## config.mk

```make
export PLATFORM = sky130hd
export DESIGN_NAME = fdec_cmdq
export DESIGN_NICKNAME = d
export VERILOG_FILES = /design/src/hw/rtl/fdec_pkg.sv /design/src/hw/rtl/fdec_cmdq.sv
export SDC_FILE = /design/constraint.sdc
export NUM_CORES = 1
export LEC_CHECK = 0
export ABC_AREA = 1
export CORE_MARGIN = 8
export CORE_UTILIZATION = 37
export DETAILED_ROUTE_END_ITERATION = 10
export DONT_BUFFER_PORTS = 1
export PLACE_DENSITY_LB_ADDON = 0.1
export SYNTH_ARGS = -nofsm -noshare
export SYNTH_HDL_FRONTEND = slang
export SYNTH_SLANG_ARGS = --single-unit
```

## constraint.sdc

```tcl
create_clock -name clk_i -period 2.79 [get_ports clk_i]
set_clock_uncertainty 0.2 [all_clocks]
set_input_delay 0.279 -clock clk_i [delete_from_list [all_inputs] [get_ports clk_i]]
set_output_delay 0.279 -clock clk_i [all_outputs]
set_load 0.005 [all_outputs]
```

## src/hw/rtl/fdec_pkg.sv

```systemverilog
// Shared types and constants of the decimating FIR filter.
package fdec_pkg;

  localparam int unsigned MaxTapsDefault = 256;
  localparam int unsigned CmdQDepth      = 2;
  localparam int unsigned SampleW        = 16;
  localparam int unsigned CoefIdxW       = 8;
  localparam int unsigned CountW         = 9;
  localparam int unsigned ShiftW         = 5;
  localparam int unsigned FixedShift     = 16;
  localparam int unsigned DecimMax       = 256;
  localparam int unsigned PaddrW         = 4;
  localparam int unsigned PdataW         = 32;

  // Register indexes on paddr[3:2]
  localparam logic [1:0] REG_DECIM = 2'd0;
  localparam logic [1:0] REG_TAPS  = 2'd1;
  localparam logic [1:0] REG_SHIFT = 2'd2;

  localparam logic [CountW-1:0] DecimReset = 9'd2;
  localparam logic [CountW-1:0] TapsReset  = 9'd88;
  localparam logic [ShiftW-1:0] ShiftReset = 5'd0;

  typedef enum logic [0:0] {
    CMD_SAMPLE = 1'b0,
    CMD_COEF   = 1'b1
  } cmd_kind_e;

  typedef struct packed {
    cmd_kind_e                  kind;
    logic                       fire;
    logic [CoefIdxW-1:0]        idx;
    logic signed [SampleW-1:0]  data;
  } cmd_t;

  typedef struct packed {
    logic [CountW-1:0] decim_factor;
    logic [CountW-1:0] num_taps;
    logic [ShiftW-1:0] scale_shift;
  } cfg_t;

endpackage

```

## src/hw/rtl/fdec_cmdq.sv

```systemverilog
// Short command queue between the front end and the filter engine.
module fdec_cmdq (
  input  logic           clk_i,
  input  logic           rst_ni,
  input  logic           enq_i,
  input  fdec_pkg::cmd_t cmd_i,
  output logic           full_o,
  input  logic           deq_i,
  output logic           avail_o,
  output fdec_pkg::cmd_t cmd_o
);
  import fdec_pkg::*;

  localparam int unsigned PtrW = (CmdQDepth > 1) ? $clog2(CmdQDepth) : 1;
  localparam int unsigned CntW = $clog2(CmdQDepth + 1);

  cmd_t            mem_q [CmdQDepth];
  logic [PtrW-1:0] wptr_q, wptr_d;
  logic [PtrW-1:0] rptr_q, rptr_d;
  logic [CntW-1:0] cnt_q, cnt_d;
  logic            do_enq;
  logic            do_deq;

  assign full_o  = (cnt_q == CntW'(CmdQDepth));
  assign avail_o = (cnt_q != '0);
  assign cmd_o   = mem_q[rptr_q];
  assign do_enq  = enq_i && !full_o;
  assign do_deq  = deq_i && avail_o;

  always_comb begin
    wptr_d = wptr_q;
    rptr_d = rptr_q;
    cnt_d  = cnt_q;
    if (do_enq) begin
      wptr_d = (wptr_q == PtrW'(CmdQDepth - 1)) ? '0 : wptr_q + PtrW'(1);
    end
    if (do_deq) begin
      rptr_d = (rptr_q == PtrW'(CmdQDepth - 1)) ? '0 : rptr_q + PtrW'(1);
    end
    if (do_enq && !do_deq) begin
      cnt_d = cnt_q + CntW'(1);
    end else if (!do_enq && do_deq) begin
      cnt_d = cnt_q - CntW'(1);
    end
  end

  always_ff @(posedge clk_i or negedge rst_ni) begin
    if (!rst_ni) begin
      wptr_q <= '0;
      rptr_q <= '0;
      cnt_q  <= '0;
    end else begin
      wptr_q <= wptr_d;
      rptr_q <= rptr_d;
      cnt_q  <= cnt_d;
    end
  end

  always_ff @(posedge clk_i) begin
    if (do_enq) begin
      mem_q[wptr_q] <= cmd_i;
    end
  end

endmodule

```

# Word level (Yosys, flattened, before mapping)
# Memories as Yosys holds them, arrays and structs flattened.
# Cells that the tools add are included.
[totals]
register_bits = 4
ram_bits = 52
inputBits = 30
n_memories = 1
[classes]
n_addsub = 4
n_eq_ne = 1
mux = 6
reduce_logical = 9
[memory_table]
columns = ["name", "depth", "word_bits", "read_ports", "rd_clocked_by_memory_dff", "wr", "line", "text"]
rows = [
  ["mem_q", 2, 26, 1, 0, 1, "fdec_cmdq.sv:17", "cmd_t mem_q [CmdQDepth];"],
]
[ops]
columns = ["cell", "count"]
rows = [
  ["$logic_and 1x1->1", 4],
  ["$mux 1", 4],
  ["$mux 2", 2],
  ["$reduce_bool 2->1", 2],
  ["$logic_not 1->1", 3],
  ["$add 1x1->1 const B", 2],
  ["$add 2x1->2 const B", 1],
  ["$eq 2x2->1 const B", 1],
  ["$sub 2x1->2 const B", 1],
]

# Longest topological paths before layout
# Gate-level depths: netlist of the first run.
[depth]
ltp_word = 7
depth_mapped = 9
depth_no_buf = 9

# Worst setup path before layout of the first run
# Ideal clock, no wire load.
[synth_path]
path_type = "register to register"
start = "register cnt_q[1]"
end = "memory mem_q[1][0] (netlist bit), enable pin"
arrival_time_ns = 1.702
setup_slack_ns = 0.479
stages_incl_launch_ff = 4
cell_sequence = "dfrtp_1 -> inv_1 -> o21ai_0 -> nor2_1"
[synth_via]
elab_chain_cells = 5
[synth_rtl]
columns = ["element", "line", "text"]
rows = [
  ["start, declared", "fdec_cmdq.sv:20", "logic [CntW-1:0] cnt_q, cnt_d;"],
  ["start signal, assigned", "fdec_cmdq.sv:55", "cnt_q <= cnt_d;"],
  ["$eq 2x2->1", "fdec_cmdq.sv:24", "assign full_o = (cnt_q == CntW'(CmdQDepth));"],
  ["$logic_not 1->1", "fdec_cmdq.sv:27", "assign do_enq = enq_i && !full_o;"],
  ["$logic_and 1x1->1", "fdec_cmdq.sv:27", ""],
  ["$mux 1", "fdec_cmdq.sv:60", "if (do_enq) begin"],
  ["$mux 1 (not written as such)", "fdec_cmdq.sv:61", "mem_q[wptr_q] <= cmd_i;"],
  ["end, declared", "fdec_cmdq.sv:17", ""],
]
# Every way passes these cells.

==> impl.org, run 1 <==
** Status
- Run status :: completed

** Power and ir drop
- Power density of the placed cells :: 927 mW/mm^2
- VDD IR-drop max :: 0.424 mV
- Overall power consumption after layout is estimated at ~2.5 mW.
- For this design the static power due to leakage is 1.06 nW.

** Clock tree
- The number of hold buffers added after CTS was 28.
- TritonCTS built the clock tree.
- Clock latency reported for the late side of the worst-skew pair :: 0.30 ns
- Gates resized during post-CTS repair numbered 0.
- After clock tree synthesis, the clock-pin slew on the worst setup and hold paths is roughly 0.10 ns.
- Buffers from clock root to sink, at most :: 2
- Number of clock sinks :: 56
- The tree is rooted in a clkbuf_8.
- Total setup buffers inserted after CTS :: 0
- The H-tree was split into 2 levels.
- In this run, CTS created clock tree buffers numbering 5.

** Floorplanning
- The initial utilization of the core area, before any placement, comes to 37.6%.
- Die Footprint :: between 0.008 and 0.009 mm^2
- The floorplan step defined a core boundary enclosing 0.00582 mm^2.
- After floorplanning, the core was divided into 28 placement rows.
- Horizontal extent of the die :: between 90 and 100 um
- From bottom edge to top edge, the die measures 92.9 um.
- During I/O placement, the number of pins put on the boundary was 58.

** Drt
- The routed layout has 1,253 vias.
- The pre-antenna-repair detailed-routing pass consisted of 4 iterations.
- After detailed routing, the number of vias per cell comes to 4.51.
- For this run, design rule violations remaining after detail routing come to 0.
- Total detailed-routing wirelength :: a little over 4000 um
- Routed wirelength normalized by instance count :: ~15 um
- Number of nets with antenna violations after routing :: 0
- Detailed router's first-iteration violation count :: 53

** Job
- MaxCap Viol Count :: 0

** Synth
- Synthesis warning total :: 0
- Synth Area per Inst :: 13.1 um^2
- The number of nets in the synthesized netlist is 198.
- Sequential area share after synthesis :: 76.0%
- Synthesized netlist cell count :: 167
- The number of different library cells used by synthesis comes to 18.
- Synthesis inferred 56 register bits.
- The cell area that synthesis handed to floorplanning was about 0.0022 mm^2.

** Layout
- The post-route netlist has 15.3% of its cells at a drive strength greater than 1.
- Nets :: 233
- Leaving out fill and tap cells, the most frequent cell in the layout is nand2_1.
- 0 antenna diodes ended up in the layout.
- Final Core Density :: 45.7%
- Area growth from synthesis to layout :: 21.5%
- In the layout the commonest cells are nand2_1, edfxtp_1, dlygate4sd3_1.

** STA
- Slew Limit Fails :: 0
- At the pin with the least slew margin, the transition time is 0.632 ns.
- Final critical-path required period :: 2.03 ns
- Timing would allow up to 492 MHz.
- Final worst path period share :: 72.9%
- Setup repair after global routing left no endpoint under its margin.
- Final number of hold-violating endpoints :: 0
- Final Setup Violations :: 0
- Final hold analysis gives a worst-case slack of about 0.021 ns.
- Worst slew margin :: 57.9%
- Sum of negative setup slack :: 0 ns

** Placement
- Input/output buffers :: 0
- The congestion estimate from routability-driven global placement came to 0.645.
- Post-detail-place hpwl :: around 3000 um

** Global routing
- Across every metal layer, demand over resource in global routing totals 9.88%.
- The first global-routing pass estimated 6440 um of wire.
- The number of antenna violations at the first check in global routing was 0.
- Global routing finished with a remaining overflow of 0.
- Vias in the first global route :: 1,286
- Entering global routing, the biggest net connects 28 pins.

** Critical path
- Data on the critical path is required at its endpoint by 2.31 ns.
- Register-to-register setup slack :: 1.20 ns
- In this run the critical register-to-register path is captured at cnt_q[1]$_DFFE_PN0P_.
- The worst setup path is captured at an output port.
- Count of cells along the worst register-to-register path :: 7
- The setup path with the least slack is of type reg2out.
- The startpoint identified for the worst register-to-register timing path is cnt_q[0]$_DFFE_PN0P_.
- Critical path launch point :: rptr_q$_DFFE_PN0P_
- Critical Path Fanout Max :: 16
- The worst setup path is launched from a flip-flop.
- Data on the critical path arrives at its endpoint at ~1.6 ns.

** Worst hold path
- Worst min path class :: in2reg
- The worst hold path passes through 4 cells.
- Hold path startpoint :: enq_i
- Endpoint of the worst hold-timing path :: wptr_q$_DFFE_PN0N_
where the power goes:
| part | leakage (nW) | internal (mW) | switching, mW |
|---|---|---|---|
| Sequential | 0.532 | 1.15 | 0.100 |
| Clock | 0.0541 | 0.266 | 0.254 |
| Combinational | 0.471 | 0.214 | 0.480 |
| Total | 1.06 | 1.63 | 0.835 |
layout make-up:
class | instances | area [um^2]
Clock buffer | 5 | 68.8
Clock inverter | 3 | 42.5
Fill cell | 563 | 3160
Inverter | 8 | 37.5
Multi-Input combinational cell | 98 | 433
Sequential cell | 56 | 1660
Tap cell | 75 | 93.8
Timing Repair Buffer | 33 | 318
cells by family (layout without fill, tap and decap cells):
logic type      Yosys count  in the layout  share of synthesized area [%]
compound gates            1              1                          0.229
xor+xnor                  1              1                          0.401
fa+ha+maj                 1              1                          0.572
buf+inv                  13             49                           4.29
flops                    56             56                           76.0
simple gates             95             95                           18.5
cell usage after synthesis (all sizes together):
master / n / area [um^2]
buf: 5 / 56.3
dfrtp: 4 / 100
edfxtp: 52 / 1560
ha: 1 / 12.5
inv: 8 / 37.5
nand2: 89 / 367
nand3: 2 / 10.0
nand4: 1 / 6.26
nor2: 3 / 21.3
o21ai: 1 / 5.00
xnor2: 1 / 8.76
state kept, by name, indices dropped and copies added (netlist names):
signal	count
wptr_q	1
cnt_q	2
rptr_q	1
mem_q	52
metal layers:
layer	vias to the layer above	wire length (um)	track usage (%)
li1	616	-	-
met1	592	1630	9.90
met2	37	2070	17.1
met3	8	365	4.37
met4	0	79	4.83
met5	-	0	0
worst max path at each step:
stage | slack, ns | end | cells past startpoint
floorplan | 0.48 | mem_q[1][0]$_DFFE_PP_ | 3
global placement | 1.10 | cmd_o[23] | 3
detailed placement | 1.07 | cmd_o[23] | 3
CTS | 0.72 | cmd_o[23] | 3
global route | 0.62 | cmd_o[2] | 3
finish | 0.76 | cmd_o[23] | 3
worst max-delay path, cell delays in order, from the launching register on:
cell,delay [ns]
dfrtp_1,0.76
buf_4,0.31
nand2_1,0.06
nand2_1,0.11
per-stage QoR:
| stage | area [um^2] | setup WS (ns) | std cells |
|---|---|---|---|
| floorplan | 2190 | 0.479 | 167 |
| global placement | 2260 | 1.10 | 242 |
| detailed placement | 2260 | 1.07 | 242 |
| CTS | 2660 | 0.716 | 278 |
| global route | 2660 | 0.620 | 278 |
| finish | 2660 | 0.757 | 278 |
Power figures use the tool's default switching activity.
==> inputs of run 2 (changes only) <==
--- a/config.mk
+++ b/config.mk
@@ -5,7 +5,7 @@
 export SDC_FILE = /design/constraint.sdc
 export NUM_CORES = 1
 export LEC_CHECK = 0
-export ABC_AREA = 1
+export ABC_AREA = 0
 export CORE_MARGIN = 8
 export CORE_UTILIZATION = 37
 export DETAILED_ROUTE_END_ITERATION = 10
==> constraint.sdc (replaced) <==
create_clock -name clk_i -period 1.65 [get_ports clk_i]
set_clock_uncertainty 0.2 [all_clocks]
set_input_delay 0.165 -clock clk_i [delete_from_list [all_inputs] [get_ports clk_i]]
set_output_delay 0.165 -clock clk_i [all_outputs]
set_load 0.005 [all_outputs]
==> run 2 against run 1 <==
  * Clock power is 30% higher
  * Core utilization is 2.8 points higher
  * Die area is 0.33% lower
  * Synthesized cell count is 40% lower
  * Critical path depth is 1 lower
  * Sequential share of layout area is 3.5 points lower
  * Non-clock buffer count is 7 higher
  * Design area is 6.0% higher
  * Routed wire length is 10% lower
  * Sequential power is 68% higher
  * Highest routed layer unchanged
==> impl.org, run 2 <==
** Critical path
- The critical path goes through clkbuf_16 -> mux2_4.
- The largest single stage delay on the critical path is 0.48 ns.
- Critical path buffers and inverters :: 1
- Required time at the worst-slack endpoint :: about 1.3 ns
- Critical path's slowest cell :: dfrtp_2
- The worst setup path is launched from a flip-flop.
- Data arrives at the worst endpoint at 1.27 ns.
- Crit-path leading delay family :: flip-flops
- CP endpoint kind :: output port
- Of all nets on the critical path, the largest fanout is 7.
- Startpoint-to-endpoint class of the critical path :: reg2out

** Clock tree
- In this run the number of H-tree levels came out at 2.
- Buffers from clock root to sink, at most :: 2
- CTS placed an instance of clkbuf_8 at the clock tree root.
- Number of clock sinks :: between 50 and 60
- Clock tree synthesis inserted a total of 5 buffers.
- Clock-pin slew reported for the worst setup and hold paths after clock tree synthesis :: 0.09 ns
- TritonCTS built the clock tree.
- Clock latency reported for the late side of the worst-skew pair :: 0.29 ns

** Floorplanning
- The region available for standard cell placement spans 0.00582 mm^2.
- Die Footprint :: 0.00859 mm^2
- Top Ports :: 58
- The die is 92.7 um wide.
- Starting utilization of the core area :: 37.4%
- In this run the vertical extent of the chip is 92.7 um.
- Row generation in the floorplan step produced 28 rows.

** Synth
- Of the synthesized area, sequential elements account for roughly three quarters.
- Post-Synthesis Net Count :: 131
- In this run, synthesis inferred 52 flip-flops with an integrated enable.
- Largest area contributor in the synthesized netlist :: edfxtp_1
- Main flop type after synthesis :: edfxtp_1
- Area share of the largest cell type after synthesis :: 71.7%
- Number of synthesized register bits :: 56
- Counting every instance in the synthesized netlist gives 100.
- Most common library cells after synthesis :: edfxtp_1, mux2_4, mux2_2
- The mapped netlist covers 0.00218 mm^2.
- Asr flop ratio synth :: under 10%
- Most used standard cell by instance count after synthesis :: edfxtp_1
- Synth Area per Inst :: ~22 um^2
- During synthesis, Yosys emitted a total of 0 warnings.
- Netlist cell types :: 16
- After synthesis, the cell types taking the most area are edfxtp_1, mux2_4, dfrtp_1.

** STA
- After layout, the minimum clock period comes to 1.63 ns.
- Final worst path period share :: 99.0%
- Max Clock Freq :: roughly 600 MHz
- Final number of hold-violating endpoints :: 0
- Slew Limit Fails :: 0
- Final Setup Violations :: 0
- Unrepaired setup endpoints after global routing :: yes
- Sum of negative setup slack :: 0 ns
- Minimum hold slack :: 0.149 ns
- Actual transition at the worst max-transition pin :: just over 0.2 ns
- The worst pin sits at a relative slew slack of 86.3%.

** Global routing
- Global routing used 8.54% of the available tracks across all layers.
- The number of antenna violations at the first check in global routing came to 0.
- Final global-route overflow total :: 0
- Entering global routing, the biggest net connects 16 pins.
- Wire length of the first global-routing pass :: 5590 um
- Vias in the first global route :: 1,108

** Layout
- The register with the most flip-flops in the layout has 52 of them.
- The top cell types in the final layout, fill and taps aside, are edfxtp_1, dlygate4sd3_1, mux2_4.
- The repair_antennas step left the layout with diodes totalling 0.
- Cells with a size suffix above 1 make up 33.8% of the layout.
- The library cell used most frequently in the layout, excluding fill and tap cells, is edfxtp_1.
- The count of cells in the finished layout, fillers not included, comes to 220.
- Top reg by flops :: mem_q
- Area growth from synthesis to layout :: 29.3%
- The largest registers in the layout are mem_q: 52 flops, cnt_q: 2 flops.
- At the end of the flow, the number of nets in the layout was 175.

** Drt
- The final layout contains routed wiring with a total length of 3710 um.
- Post-detailed-route via-to-cell ratio :: 4.55
- After the first detailed-routing iteration, the DRC count stood at 46.
- DRC violations left :: 0
- Before antenna repair, the detailed router went through 3 iterations.
- Dividing the detail-routed wire length by the instance count gives roughly 17 um.
- The routed layout has 1,002 vias.
- In this run the remaining antenna-violating nets after routing total 0.

** Placement
- Routability-driven placement finished with a final weighted congestion of 0.671.
- Post-detail-place hpwl :: 2560 um
- Port buffering added 0 buffers.
- Placed cell count :: 180

** Job
- Across the run, the number of max-cap violations was 0.

** Worst hold path
- The tightest min-delay check is of the in2reg type.

** Power and ir drop
- VDD sags by at most just over 1 mV.
- In this run the static leakage power is 1.05 nW.
- In this run the power density over the cells is 1560 mW/mm^2.

** Status
- Run status :: completed
run 2: through the flow:
step / utilization [%] / setup slack [ns] / power [mW] / instance area (um^2)
6_report: 48.4 / 0.0165 / 4.41 / 2820
5_1_grt: 48.4 / -0.0417 / 4.64 / 2820
4_1_cts: 46.6 / -0.00905 / 4.23 / 2710
3_5_place_dp: 40.0 / 0.0498 / 3.46 / 2330
3_3_place_gp: 40.0 / 0.0994 / 3.43 / 2330
2_1_floorplan: - / 0.000939 / 3.15 / 2190
run 2: area by class of cell:
type                    instances  area, um^2
clock buffers                   7        76.3
clock inverters                 1        3.75
fillers                       501        3000
inverters                       2        7.51
multi-input cells              39         514
flip-flops and latches         56        1660
well taps                      75        93.8
repair buffers                 40         455
run 2: worst paths after layout:
kind / start / end / slack, ns / cells after the start
worst max-delay path: rptr_q$_DFFE_PN0P_ / cmd_o[22] / 0.02 / 2
worst min-delay path: enq_i / mem_q[1][7]$_DFFE_PP_ / 0.15 / 2
worst max register to register: cnt_q[1]$_DFFE_PN0P_ / cnt_q[1]$_DFFE_PN0P_ / 0.04 / 6
worst min register to register: wptr_q$_DFFE_PN0N_ / wptr_q$_DFFE_PN0N_ / 0.35 / 1
max in group asynchronous: rst_ni / rptr_q$_DFFE_PN0P_ / 0.58 / 2
min in group asynchronous: rst_ni / wptr_q$_DFFE_PN0N_ / 0.48 / 2
run 2: logic make-up after synthesis:
family,share of synthesized area (%)
XOR/XNOR,2.01
adder cells (fa/ha/maj),0.575
buffers and inverters,2.70
flip-flops,76.3
multiplexers,16.7
AND/OR/NAND/NOR,1.67
run 2: layer usage:
metal	wire, um	up-vias	share of wire, %	track usage, %
met2	1990	32	54	15.3
met1	1410	500	38	8.44
met3	257	6	6.9	3.72
met5	0	-	0	0
li1	-	464	-	-
met4	50	0	1.3	3.62
run 2: worst register-to-register path: cells and delay by family, from the launching register on:
family        cells  cell delay, ns
flops             1            0.45
simple gates      3            0.43
xor+xnor          2            0.27
fa+ha+maj         1            0.15
run 2: report_power, final:
group | switching [mW] | total, mW | internal [mW] | leakage, nW
Sequential | 0.143 | 2.10 | 1.95 | 0.528
Clock | 0.380 | 0.677 | 0.296 | 0.0399
Combinational | 0.678 | 1.63 | 0.954 | 0.482
run 2: repair_timing:
item / in CTS / in global routing
setup endpoints to repair: 10 / 19
pin swaps: 0 / 2
gates cloned: 0 / 1
endpoints found under the hold margin: 59 / 0
hold buffers: 30 / 0
setup buffers: 0 / 1
resized for setup: 1 / 18
