File: config.mk
export PLATFORM = sky130hd
export DESIGN_NAME = fdec_front
export DESIGN_NICKNAME = d
export VERILOG_FILES = /design/src/hw/rtl/fdec_pkg.sv /design/src/hw/rtl/fdec_front.sv
export SDC_FILE = /design/constraint.sdc
export NUM_CORES = 1
export LEC_CHECK = 0
export BUFFER_PORTS_ARGS = -buffer_cell sky130_fd_sc_hd__buf_2
export CORE_ASPECT_RATIO = 1.2
export CORE_MARGIN = 1
export CORE_UTILIZATION = 37
export CTS_CLUSTER_DIAMETER = 200
export DETAILED_ROUTE_END_ITERATION = 8
export GPL_TIMING_DRIVEN = 1
export PLACE_DENSITY = 0.86
export SLEW_MARGIN = 5
export SYNTH_ARGS = -nofsm -noshare
export SYNTH_HDL_FRONTEND = slang
export SYNTH_SLANG_ARGS = --single-unit
File: constraint.sdc
create_clock -name clk_i -period 3.2 [get_ports clk_i]
set_input_delay 0 -clock clk_i [delete_from_list [all_inputs] [get_ports clk_i]]
set_output_delay 0 -clock clk_i [all_outputs]
set_load 0.02 [all_outputs]
File: src/hw/rtl/fdec_pkg.sv
// Shared types and constants of the decimating FIR filter.
package fdec_pkg;

  localparam int unsigned MaxTapsDefault = 256;
  localparam int unsigned CmdQDepth      = 2;
  localparam int unsigned SampleW        = 16;
  localparam int unsigned CoefIdxW       = 8;
  localparam int unsigned CountW         = 9;
  localparam int unsigned ShiftW         = 5;
  localparam int unsigned FixedShift     = 16;
  localparam int unsigned DecimMax       = 256;
  localparam int unsigned PaddrW         = 4;
  localparam int unsigned PdataW         = 32;

  // Register indexes on paddr[3:2]
  localparam logic [1:0] REG_DECIM = 2'd0;
  localparam logic [1:0] REG_TAPS  = 2'd1;
  localparam logic [1:0] REG_SHIFT = 2'd2;

  localparam logic [CountW-1:0] DecimReset = 9'd2;
  localparam logic [CountW-1:0] TapsReset  = 9'd88;
  localparam logic [ShiftW-1:0] ShiftReset = 5'd0;

  typedef enum logic [0:0] {
    CMD_SAMPLE = 1'b0,
    CMD_COEF   = 1'b1
  } cmd_kind_e;

  typedef struct packed {
    cmd_kind_e                  kind;
    logic                       fire;
    logic [CoefIdxW-1:0]        idx;
    logic signed [SampleW-1:0]  data;
  } cmd_t;

  typedef struct packed {
    logic [CountW-1:0] decim_factor;
    logic [CountW-1:0] num_taps;
    logic [ShiftW-1:0] scale_shift;
  } cfg_t;

endpackage

File: src/hw/rtl/fdec_front.sv
// Front end: accepts items, tracks the decimation phase and builds commands.
module fdec_front #(
  parameter int unsigned MAX_TAPS = fdec_pkg::MaxTapsDefault
) (
  input  logic                                 clk_i,
  input  logic                                 rst_ni,
  input  fdec_pkg::cfg_t                       cfg_i,
  input  logic                                 push_i,
  input  logic                                 q_full_i,
  input  logic                                 op_i,
  input  logic signed [fdec_pkg::SampleW-1:0]  sample_i,
  input  logic [fdec_pkg::CoefIdxW-1:0]        coef_index_i,
  input  logic signed [fdec_pkg::SampleW-1:0]  coef_value_i,
  output logic                                 enq_o,
  output fdec_pkg::cmd_t                       cmd_o
);
  import fdec_pkg::*;

  logic [CoefIdxW-1:0] phase_q, phase_d;
  logic [CountW-1:0]   decim_eff;
  logic [CountW-1:0]   phase_inc;
  logic                accept;
  logic                fire;
  logic                in_range;

  always_comb begin
    if (cfg_i.decim_factor == '0) begin
      decim_eff = CountW'(1);
    end else if (32'(cfg_i.decim_factor) > DecimMax) begin
      decim_eff = CountW'(DecimMax);
    end else begin
      decim_eff = cfg_i.decim_factor;
    end
  end

  assign accept    = push_i && !q_full_i;
  assign phase_inc = CountW'(phase_q) + CountW'(1);
  // A lowered factor mid-group completes the group at once
  assign fire      = (phase_inc >= decim_eff);
  assign in_range  = (32'(coef_index_i) < MAX_TAPS);

  always_comb begin
    phase_d = phase_q;
    if (accept && (op_i == CMD_SAMPLE)) begin
      phase_d = fire ? '0 : phase_inc[CoefIdxW-1:0];
    end
  end

  always_ff @(posedge clk_i or negedge rst_ni) begin
    if (!rst_ni) begin
      phase_q <= '0;
    end else begin
      phase_q <= phase_d;
    end
  end

  // Drop coefficient writes beyond the store
  assign enq_o = accept && ((op_i == CMD_SAMPLE) || in_range);

  always_comb begin
    cmd_o.kind = cmd_kind_e'(op_i);
    cmd_o.fire = fire;
    cmd_o.idx  = coef_index_i;
    cmd_o.data = (op_i == CMD_COEF) ? coef_value_i : sample_i;
  end

endmodule

# After elaboration in Yosys (flattened, before gate mapping)
# Cells that the tools add are included.
totals:
  ff_bits: 8
  inputBits: 68
  out_inout_bits: 27
op_classes:
  addsub: 1
  n_lt_le_gt_ge: 2
  n_mux: 4
  n_bitwise: 1
  n_reduce_logical: 4
op_table:
  columns: ["op", "n"]
  rows:
  - ["$mux 9", 2]
  - ["$mux 16", 1]
  - ["$add 8x1->9 const B", 1]
  - ["$ge 9x9->1", 1]
  - ["$gt 9x9->1 const B", 1]
  - ["$logic_not 9->1", 1]
  - ["$mux 8", 1]
  - ["$logic_and 1x1->1", 2]
  - ["$logic_not 1->1", 1]
  - ["$not 1->1", 1]

# Depth between registers and ports, before layout
# Gate-level depths: netlist of the first run.
depth:
  ltp_word: 5
  depth_mapped: 10
  depth_no_buf: 9

# Worst setup path before layout of the first run
# OpenSTA, ideal clock, no wires.
synth_path:
  path_kind: "register to register"
  startpoint: "reg phase_q[0]"
  endpoint: "reg phase_q[2]"
  setup_ns: 0.064
  arrival_time_ns: 2.149
  setup_slack_ns: 0.987
  stages_incl_launch_ff: 11
  period_less_slack_ns: 2.213
  cell_sequence: "dfrtp_1 > ha_1 > nand3_1 > xnor2_1 > ha_1 > a21oi_1 > nor2_1 > a211o_2 > clkbuf_8 > nor4_1 > a21o_1"
synth_between:
  elab_chain_len: 3
synth_lines:
  columns: ["item", "line", "rtl"]
  rows:
  - ["start: declaration", "fdec_front.sv:19", "logic [CoefIdxW-1:0] phase_q, phase_d;"]
  - ["start signal: assignment", "fdec_front.sv:53", "phase_q <= phase_d;"]
  - ["$add 8x1->9", "fdec_front.sv:37", "assign phase_inc = CountW'(phase_q) + CountW'(1);"]
  - ["$ge 9x9->1", "fdec_front.sv:39", "assign fire = (phase_inc >= decim_eff);"]
  - ["via fire", "fdec_front.sv:23", "logic fire;"]
  - ["$mux 8", "fdec_front.sv:45", "phase_d = fire ? '0 : phase_inc[CoefIdxW-1:0];"]
# The timed path passes the listed nets, and every way through them passes these cells.
# A chain may end at the register's enable or synchronous reset.

# Worst setup path in the final report of the first run
layout_path:
  startpoint: "reg phase_q[0]"
  endpoint: "reg phase_q[5]"
layout_between:
  elab_chain_len: 3
layout_lines:
  columns: ["item", "line"]
  rows:
  - ["$add 8x1->9 (*)", "fdec_front.sv:37"]
  - ["$ge 9x9->1", "fdec_front.sv:39"]
  - ["$mux 8 (*)", "fdec_front.sv:45"]
# Mark *: on every way between the ends. The rest lies on a longest branch, timed or not.

==> impl_metrics.csv, run 1 <==
group,metric,value,unit
route,vias,1014,
sta,fin_ws,0.813,ns
worst_setup_path,r2r-start,"phase_q[0]$_DFFE_PN0P_",
yosys,synth_ff_type,"dfrtp_1",
worst_setup_path,critPathCapture,"phase_q[5]$_DFFE_PN0P_",
die,initial_utilization,0.396,
clocking,clkTransAtPathRegs,0.05,ns
final_layout,syn2layout_area_growth,27.8,%
place,dp_hpwl,1900,microns
die,rows,20,
place,dp_slack,0.846,ns
die,fp.dieW,49.7,microns
route,final_antenna_net_count,0,
final_layout,design_area,0.00129,sq mm
place,gp_congestion,0.742,
place,place_area,0.00126,sq mm
clocking,clk_root_buffer_cell,"clkbuf_4",
final_layout,insertedDiodeCount,0,
die,core-area,0.00255,sq mm
yosys,synth-seq-area-share,0.198,
yosys,synth_edf_count,0,
final_layout,nets,252,
yosys,avgSynthCellArea,8.57,sq um
run,maxCapViolCount,0,
yosys,synth_area,0.00101,sq mm
yosys,synth_seq_cells,8,
yosys,async_flop_share,1.00,
route,drc_errors,0,
global_route,grt_pass1_vias,939,
worst_setup_path,worst-setup-path-type,"reg2reg",
sta,hold_viol,0,
worst_setup_path,critPathSlowestCell,"dfrtp_1",
hold_path,whs_path_depth,0,
worst_setup_path,r2r_cells,9,
global_route,grt_max_degree,19,
clocking,cts_resized,0,
clocking,htreeDepth,1,
route,drt_wl_total,2140,microns
worst_setup_path,cp_common_cell,"ha_1",
sta,tightest_slew,0.530,ns
worst_setup_path,start_kind,"flop",
route,wl_per_cell,10.4,microns
route,drt_iter0_drc,9,
final_layout,reg.largest.list,"phase_q (8)",
power_and_ir_drop,cellLeakagePower,0.682,nW
clocking,clkSinkCount,8,
hold_path,min_from,"coef_index_i[6]",
clocking,cts_tree,"done",
worst_setup_path,r2r_slack,0.81,ns
sta,rsz0062_at_grt,"no",
sta,skew,0.00139,ns
sta,slew_violations,0,
clocking,cts_made_buffers,3,
die,die_h,59.3,microns
die,io_pins,95,
final_layout,layout_common_cells,"buf_2, nand2_1, mux2_2",
place,io_buffers,64,
clocking,worstSkewPairLatency,0.25,ns
sta,fin_crit,2.39,ns
final_layout,nFillCells,266,
worst_setup_path,crit_fanout,10,
outcome,status,"finished, final reports clean",
worst_setup_path,required,3.36,ns
sta,min_period_over_period,0.746,
global_route,grt_use_total,0.143,
worst_setup_path,worst_ep_arrival_time,2.54,ns
yosys,yosys_warnings,0,
worst_setup_path,cp-end-kind,"flop",
yosys,synth.distinct_cells,31,
route,drt_pass1_iterations,4,
global_route,grt_pass1_wl,3390,microns
final_layout,final_core_util,0.506,
yosys,synth_nets,196,
final_layout,largest_register_ffs,8,
yosys,synthCells,118,
route,viasPerCell,4.95,
power_and_ir_drop,power_density,318,mW/mm^2
sta,finalSetupTns,0,ns
worst_setup_path,worstPathCellList,"ha_1 -> nand3_1 -> xnor2_1 -> ha_1 -> a21oi_1 -> nor2_1 -> a211o_2 -> nand2b_1 -> o21ai_0",
final_layout,drive_gt1_frac,0.517,
global_route,antenna_found_initial,0,
clocking,cts_post_setup_buffers_inserted,0,
hold_path,hold_path_class,"in2out",
sta,max_slew_margin,0.647,
clocking,clockBufferDepth,2,
global_route,globalRouteOverflowTotal,0,
worst_setup_path,crit_start,"phase_q[0]$_DFFE_PN0P_",
final_layout,layout_commonest_cell,"buf_2",
worst_setup_path,slowest_delay,0.43,ns
worst_setup_path,timing.rr.end,"phase_q[5]$_DFFE_PN0P_",
place,placed_cells,201,
die,die-area,0.00295,sq mm
power_and_ir_drop,ir_drop,0.134,mV
final_layout,top_register,"phase_q",
sta,max_freq,419,MHz
final_layout,fin_cells,205,
sta,setup_viol,0,
logic make-up (layout without fill, tap and decap cells):
| family | after synthesis | after routing | synth area share |
|---|---|---|---|
| buffers and inverters | 17 | 71 | 0.123 |
| flip-flops | 8 | 8 | 0.198 |
| AO/OA/AOI/OAI | 19 | 19 | 0.115 |
| multiplexers | 16 | 16 | 0.178 |
| adder cells (fa/ha/maj) | 10 | 10 | 0.124 |
| AND/OR/NAND/NOR | 42 | 42 | 0.210 |
| XOR/XNOR | 6 | 6 | 0.0520 |
critical path, delay by kind of cell (launching register included):
family          cells  cell delay, ns
flops               1            0.43
compound gates      3            0.71
fa+ha+maj           2            0.58
xor+xnor            1            0.23
simple gates        3            0.35
where the power goes:
group	switching, mW	internal [mW]	leakage [nW]
logic	0.102	0.0964	0.569
registers	0.0222	0.116	0.0992
clock network	0.0309	0.0427	0.0138
total	0.155	0.256	0.682
synth_stat cells, types with 2 or more instances:
library cell / count / area [sq um]
nand2_1: 19 / 71.3
mux2_2: 16 / 180
buf_4: 11 / 82.6
ha_1: 10 / 125
dfrtp_1: 8 / 200
a21oi_1: 7 / 35.0
nor2_1: 5 / 18.8
o21ai_0: 5 / 25.0
nand2b_1: 4 / 25.0
a21o_1: 3 / 22.5
xnor2_1: 3 / 26.3
xor2_1: 3 / 26.3
inv_1: 2 / 7.51
nand3_2: 2 / 20.0
nor3_1: 2 / 10.0
nor4_1: 2 / 12.5
or3_1: 2 / 12.5
worst min path at each step:
stage | end | slack, ns
after floorplan | phase_q[0]$_DFFE_PN0P_ | -0.30
after global routing | cmd_o[17] | 0.00003
after detailed placement | phase_q[6]$_DFFE_PN0P_ | -0.15
after CTS | cmd_o[18] | 0.0001
final | cmd_o[22] | 0.00004
after global placement | phase_q[7]$_DFFE_PN0P_ | -0.15
stage by stage:
step	hold WS (ns)	power, mW
6_report	0.0000436	0.411
5_1_grt	0.0000325	0.446
4_1_cts	0.000137	0.421
3_5_place_dp	-0.151	0.342
3_3_place_gp	-0.155	0.335
2_1_floorplan	-0.296	0.294
final cells by class:
type / instances / area [sq um] / area share
Timing Repair Buffer: 65 / 330 / 0.256
Clock buffer: 3 / 22.5 / 0.0174
Sequential cell: 8 / 200 / 0.155
Multi-Input combinational cell: 93 / 687 / 0.531
Inverter: 3 / 11.3 / 0.00871
Tap cell: 33 / 41.3 / 0.0319
metal layers:
layer / global-route usage / part of all wire
met5: 0 / 0
met4: 0.0490 / 0
met3: 0.0103 / 0.079
met2: 0.322 / 0.56
met1: 0.128 / 0.36
repair_timing:
item | 4_1_cts | 5_1_grt
endpoints found under the setup margin | 0 | 0
endpoints found under the hold margin | 8 | 0
hold buffers | 1 | 0
Note: power is estimated with default switching activity, not from simulation.
==> inputs of run 2 (changes only) <==
--- a/config.mk
+++ b/config.mk
@@ -5,14 +5,15 @@
 export SDC_FILE = /design/constraint.sdc
 export NUM_CORES = 1
 export LEC_CHECK = 0
+export ABC_AREA = 1
 export BUFFER_PORTS_ARGS = -buffer_cell sky130_fd_sc_hd__buf_2
 export CORE_ASPECT_RATIO = 1.2
 export CORE_MARGIN = 1
-export CORE_UTILIZATION = 37
+export CORE_UTILIZATION = 38
 export CTS_CLUSTER_DIAMETER = 200
 export DETAILED_ROUTE_END_ITERATION = 8
 export GPL_TIMING_DRIVEN = 1
-export PLACE_DENSITY = 0.86
+export PLACE_DENSITY = 0.85
 export SLEW_MARGIN = 5
 export SYNTH_ARGS = -nofsm -noshare
 export SYNTH_HDL_FRONTEND = slang
==> constraint.sdc (replaced) <==
create_clock -name clk_i -period 2.3 [get_ports clk_i]
set_input_delay 0 -clock clk_i [delete_from_list [all_inputs] [get_ports clk_i]]
set_output_delay 0 -clock clk_i [all_outputs]
set_load 0.02 [all_outputs]
==> run 2 against run 1 <==
Net effect:
- critical path depth rose by 2
- via count rose by 25%
- synthesized cell count rose by 56%
- design area rose by 13%
- hold slack barely moved
- final cell count rose by 35%
- core utilization rose by 2.5 points
- count of clock-buffer cells in the layout did not move
- power rose by 110%
- first-iteration DRC count fell by 44%
- sequential share of layout area fell by 1.8 points
- largest power group unchanged
- area after synthesis rose by 8.5%
==> impl_metrics.csv, run 2 <==
group,metric,value,unit
outcome,status,"finished, final reports clean",
clocking,cts_made_buffers,3,
worst_setup_path,required,2.30,ns
final_layout,drive_gt1_frac,0.364,
run,maxCapViolCount,0,
sta,max_slew_margin,0.801,
place,dp_slack,0.177,ns
sta,finalSetupTns,0,ns
worst_setup_path,r2r_slack,0.19,ns
worst_setup_path,crit_family,"simple AND/OR/NAND/NOR gates",
sta,setup_viol,0,
place,dp_hpwl,2170,microns
sta,min_period_over_period,0.951,
route,vias,1269,
final_layout,final_core_util,0.532,
final_layout,nets,322,
power_and_ir_drop,power_density,577,mW/mm^2
yosys,yosys-top-cells-area,"nand2_1, dfrtp_1, ha_1",
global_route,globalRouteOverflowTotal,0,
worst_setup_path,crit_fanout,5,
sta,max_freq,457,MHz
route,drc_errors,0,
sta,fin_ws,0.112,ns
yosys,yosys_warnings,0,
yosys,synth_nets,262,
worst_setup_path,start_kind,"flop",
worst_setup_path,slowest_delay,0.41,ns
sta,slew_violations,0,
final_layout,top_register,"phase_q",
clocking,htreeDepth,1,
power_and_ir_drop,total_power,0.846,mW
global_route,grt_pass1_vias,1107,
yosys,synth.distinct_cells,22,
power_and_ir_drop,ir_drop,0.261,mV
worst_setup_path,critPathBufInv,2,
global_route,antenna_found_initial,0,
yosys,synth_seq_cells,8,
yosys,synthTopCellsByCount,"nand2_1, inv_1, nor2_1, buf_4, ha_1",
place,io_buffers,64,
yosys,synth_area,0.00110,sq mm
clocking,clkTransAtPathRegs,0.05,ns
hold_path,hold_path_class,"in2out",
route,final_antenna_net_count,0,
worst_setup_path,cp.depth,11,
hold_path,min_to,"cmd_o[18]",
route,wl_per_cell,9.50,microns
global_route,grt_max_degree,19,
worst_setup_path,cp-end-kind,"output pin",
clocking,clk_root_buffer_cell,"clkbuf_4",
yosys,async_flop_share,1.00,
die,fp.dieW,51.1,microns
hold_path,min_from,"coef_index_i[2]",
power_and_ir_drop,cellLeakagePower,0.912,nW
worst_setup_path,timing.rr.end,"phase_q[0]$_DFFE_PN0P_",
yosys,synth_edf_count,0,
clocking,worstSkewPairLatency,0.25,ns
worst_setup_path,worstPathCellList,"ha_4 -> nand2_2 -> nor2_4 -> nand3b_1 -> nand2_1 -> inv_1 -> ha_4 -> a21oi_2 -> o21a_1 -> nand2_4 -> buf_4",
hold_path,whs_path_depth,0,
worst_setup_path,cp_common_cell,"ha_4",
route,drt_wl_total,2620,microns
final_layout,reg.largest.list,"phase_q (8)",
yosys,synth_ff_type,"dfrtp_1",
sta,tightest_slew,0.299,ns
final_layout,layout_common_cells,"nand2_1, buf_2, inv_1",
route,viasPerCell,4.60,
worst_setup_path,critPathSlowestCell,"dfrtp_1",
worst_setup_path,worst-setup-path-type,"reg2out",
worst_setup_path,r2r_cells,12,
route,drt_pass1_iterations,2,
final_layout,layout_commonest_cell,"nand2_1",
place,gp_congestion,0.825,
die,initial_utilization,0.398,
final_layout,syn2layout_area_growth,33.6,%
sta,skew,0.000251,ns
yosys,avgSynthCellArea,5.96,sq um
die,rows,21,
clocking,clkSinkCount,8,
final_layout,insertedDiodeCount,0,
global_route,grt_pass1_wl,4110,microns
clocking,cts_tree,"done",
sta,hold_viol,0,
yosys,synth_largest_area_cell,"nand2_1",
yosys,yosysTopAreaCellShare,0.301,
worst_setup_path,r2r-start,"phase_q[0]$_DFFE_PN0P_",
clocking,clockBufferDepth,2,
route,drt_iter0_drc,5,
yosys,synth-seq-area-share,0.182,
yosys,post-synth-top-count-cell,"nand2_1",
sta,fin_crit,2.19,ns
sta,hold_ws,0.0000332,ns
global_route,grt_use_total,0.176,
die,io_pins,95,
die,die-area,0.00311,sq mm
die,die_h,60.9,microns
yosys,synthCells,184,
final_layout,largest_register_ffs,8,
die,core-area,0.00276,sq mm
worst_setup_path,worst_ep_arrival_time,2.19,ns
-- run 2: cell type report --
| class | instances | area, sq um |
|---|---|---|
| repair buffers | 69 | 363 |
| flip-flops and latches | 8 | 200 |
| clock buffers | 3 | 22.5 |
| inverters | 19 | 73.8 |
| well taps | 34 | 42.5 |
| fillers | 284 | 1290 |
| multi-input cells | 143 | 764 |
-- run 2: kinds of logic after synthesis --
| group | Yosys count | share of synthesized area |
|---|---|---|
| AO/OA/AOI/OAI | 13 | 0.0832 |
| XOR/XNOR | 3 | 0.0308 |
| adder cells (fa/ha/maj) | 10 | 0.114 |
| buffers and inverters | 33 | 0.156 |
| flip-flops | 8 | 0.182 |
| AND/OR/NAND/NOR | 117 | 0.433 |
-- run 2: worst max path at each step --
stage | start | endpoint | slack, ns
2_1_floorplan | phase_q[0]$_DFFE_PN0P_ | phase_q[0]$_DFFE_PN0P_ | 0.42
3_3_place_gp | phase_q[0]$_DFFE_PN0P_ | phase_q[1]$_DFFE_PN0P_ | 0.22
3_5_place_dp | phase_q[0]$_DFFE_PN0P_ | phase_q[0]$_DFFE_PN0P_ | 0.18
4_1_cts | phase_q[0]$_DFFE_PN0P_ | cmd_o[24] | 0.004
5_1_grt | phase_q[1]$_DFFE_PN0P_ | cmd_o[24] | -0.06
6_report | phase_q[0]$_DFFE_PN0P_ | cmd_o[24] | 0.11
-- run 2: per-layer routing --
metal / track usage / vias to the layer above / routed length, microns
met5: 0 / - / 0
met3: 0.0150 / 8 / 146
met1: 0.180 / 531 / 1060
li1: - / 670 / -
met4: 0.0952 / 0 / 53
met2: 0.348 / 60 / 1360
-- run 2: timing repair --
item                                    CTS  global route
endpoints found under the hold margin     8             0
endpoints found under the setup margin    1             3
gates resized for setup                   1             7
buffers inserted                          0             4
hold buffers                              1             0
pin swaps                                 0             5
-- run 2: worst register-to-register path, stage by stage, from the launching register on --
cell and delay, ns:
dfrtp_1 0.41, ha_4 0.17, nand2_2 0.07, nor2_4 0.14
nand3b_1 0.10, nand2_1 0.10, inv_1 0.07, ha_4 0.24
a21oi_2 0.12, o21a_1 0.25, nand2_4 0.10, buf_4 0.15
o21bai_1 0.11
-- run 2: where the power goes --
| group | switching [mW] | internal [mW] |
|---|---|---|
| sequential | 0.0469 | 0.178 |
| combinational | 0.281 | 0.239 |
| clock | 0.0426 | 0.0593 |
| total | 0.370 | 0.476 |
-- run 2: per-stage QoR --
stage	instance area [sq um]	std cells
after global placement	1360	268
after floorplan	1100	184
after global routing	1470	276
after detailed placement	1360	268
final	1470	276
after CTS	1400	272
==> inputs of run 3 (changes only) <==
--- a/config.mk
+++ b/config.mk
@@ -9,11 +9,11 @@
 export BUFFER_PORTS_ARGS = -buffer_cell sky130_fd_sc_hd__buf_2
 export CORE_ASPECT_RATIO = 1.2
 export CORE_MARGIN = 1
-export CORE_UTILIZATION = 38
+export CORE_UTILIZATION = 41
 export CTS_CLUSTER_DIAMETER = 200
 export DETAILED_ROUTE_END_ITERATION = 8
 export GPL_TIMING_DRIVEN = 1
-export PLACE_DENSITY = 0.85
+export PLACE_DENSITY = 0.91
 export SLEW_MARGIN = 5
 export SYNTH_ARGS = -nofsm -noshare
 export SYNTH_HDL_FRONTEND = slang
==> constraint.sdc (replaced) <==
create_clock -name clk_i -period 2.7 [get_ports clk_i]
set_input_delay 0 -clock clk_i [delete_from_list [all_inputs] [get_ports clk_i]]
set_output_delay 0 -clock clk_i [all_outputs]
set_load 0.02 [all_outputs]
==> run 3 against run 2 <==
Net effect:
- combinational power down 27%
- first-iteration DRC count rose to 3.8 times the previous value
- core utilization up 2.0 points
- design area down 4.9%
- setup slack better by 0.21 ns
- hold slack about the same
- critical path depth unchanged
- via count down 0.71%
==> impl_metrics.csv, run 3 (same netlist as run 2, synthesis figures left out) <==
group,metric,value,unit
global_route,globalRouteOverflowTotal,0,
final_layout,layout_common_cells,"nand2_1, buf_2, inv_1",
power_and_ir_drop,cellLeakagePower,0.891,nW
hold_path,whs_path_depth,0,
clocking,clockBufferDepth,2,
die,fp.dieW,49.2,microns
die,initial_utilization,0.434,
sta,max_slew_margin,0.803,
final_layout,nFillCells,265,
final_layout,nets,318,
route,drt_iter0_drc,19,
route,wl_per_cell,9.32,microns
final_layout,syn2layout_area_growth,27.0,%
route,wl_met2,1420,microns
power_and_ir_drop,total_power,0.657,mW
die,die_h,58.7,microns
hold_path,hold_path_class,"in2out",
clocking,cts_made_buffers,3,
sta,rsz0062_at_grt,"no",
final_layout,layout_commonest_cell,"nand2_1",
route,drt_pass1_iterations,4,
sta,setup_viol,0,
worst_setup_path,required,2.70,ns
route,dr_wl_met3,133,microns
route,top_layer,"met4",
final_layout,seq_area,200,sq um
worst_setup_path,r2r_slack,0.50,ns
global_route,grt_pass1_vias,1135,
die,rows,20,
sta,skew,0.000766,ns
clocking,clkTransAtPathRegs,0.05,ns
die,core-area,0.00253,sq mm
route,drc_errors,0,
final_layout,insertedDiodeCount,0,
route,drt_wl_total,2530,microns
final_layout,top_register,"phase_q",
sta,fin_crit,2.38,ns
worst_setup_path,start_kind,"flop",
place,dp_hpwl,2200,microns
final_layout,multiInputGateArea,726,sq um
sta,min_period_over_period,0.880,
run,maxCapViolCount,0,
place,io_buffers,64,
global_route,grt_max_degree,19,
final_layout,final_core_util,0.551,
die,io_pins,95,
global_route,antenna_found_initial,0,
die,die-area,0.00289,sq mm
outcome,status,"finished, final reports clean",
clocking,worstSkewPairLatency,0.25,ns
global_route,grt_pass1_wl,4280,microns
worst_setup_path,r2r_cells,11,
sta,tightest_slew,0.295,ns
final_layout,largest_register_ffs,8,
worst_setup_path,worst_ep_arrival_time,2.38,ns
clocking,cts_resized,0,
place,gp_congestion,0.847,
final_layout,reg.largest.list,"phase_q (8)",
worst_setup_path,cp-end-kind,"output pin",
clocking,clk_root_buffer_cell,"clkbuf_4",
route,viasPerCell,4.65,
clocking,cts_tree,"done",
worst_setup_path,worst-setup-path-type,"reg2out",
sta,finalSetupTns,0,ns
sta,slew_violations,0,
global_route,grt_use_total,0.188,
final_layout,drive_gt1_frac,0.332,
route,vias,1260,
sta,max_freq,421,MHz
power_and_ir_drop,power_density,471,mW/mm^2
clocking,htreeDepth,1,
sta,hold_viol,0,
power_and_ir_drop,ir_drop,0.217,mV
route,final_antenna_net_count,0,
route,wl_met1,946,microns
worst_setup_path,crit_fanout,7,
clocking,clkSinkCount,8,
==> run 3: path summary, 6_finish.rpt <==
check,startpoint,endpoint
worst max register to register,phase_q[0]$_DFFE_PN0P_,phase_q[3]$_DFFE_PN0P_
worst min-delay path,coef_index_i[7],cmd_o[23]
max in group asynchronous,rst_ni,phase_q[7]$_DFFE_PN0P_
worst max-delay path,phase_q[0]$_DFFE_PN0P_,cmd_o[24]
min in group asynchronous,rst_ni,phase_q[0]$_DFFE_PN0P_
worst min register to register,phase_q[6]$_DFFE_PN0P_,phase_q[6]$_DFFE_PN0P_
==> run 3: final cells by class <==
cell class | instances | share of cell area
tap | 33 | 0.0296
multi-input combinational | 143 | 0.521
clock buffer | 3 | 0.0162
timing repair buffer | 65 | 0.237
sequential | 8 | 0.144
inverter | 19 | 0.0530
==> run 3: metal layers <==
metal  track usage  vias to the layer above
met4        0.0462                        0
li1              -                      659
met1         0.170                      546
met2         0.413                       51
met5             0                        -
met3        0.0362                        4
==> run 3: stage by stage <==
stage,hold WS [ns],setup WS [ns],cell area (sq um),instances
floorplan,-0.296,0.816,1100,184
global placement,-0.153,0.612,1360,267
detailed placement,-0.148,0.511,1360,267
CTS,0.000137,0.300,1390,271
global route,0.0000330,0.0807,1390,271
finish,0.00000778,0.325,1390,271
==> run 3: where the power goes <==
| part | internal, mW | leakage, nW | switching, mW |
|---|---|---|---|
| registers | 0.151 | 0.107 | 0.0386 |
| clock network | 0.0507 | 0.0138 | 0.0376 |
| logic | 0.156 | 0.770 | 0.223 |
| total | 0.358 | 0.891 | 0.299 |
==> run 3: critical path, stage by stage (launching register included) <==
cell	delay [ns]
dfrtp_1	0.42
ha_1	0.22
nand2_2	0.09
nor2_4	0.13
nand3b_1	0.12
nand2_1	0.11
inv_1	0.05
ha_1	0.30
a21oi_1	0.14
o21a_1	0.16
nand2_1	0.18
buf_2	0.22
==> run 3: repair_timing <==
action | 4_1_cts | 5_1_grt
buffers inserted | 0 | 0
hold buffers | 1 | 0
hold endpoints to repair | 8 | 0
endpoints found under the setup margin | 0 | 0
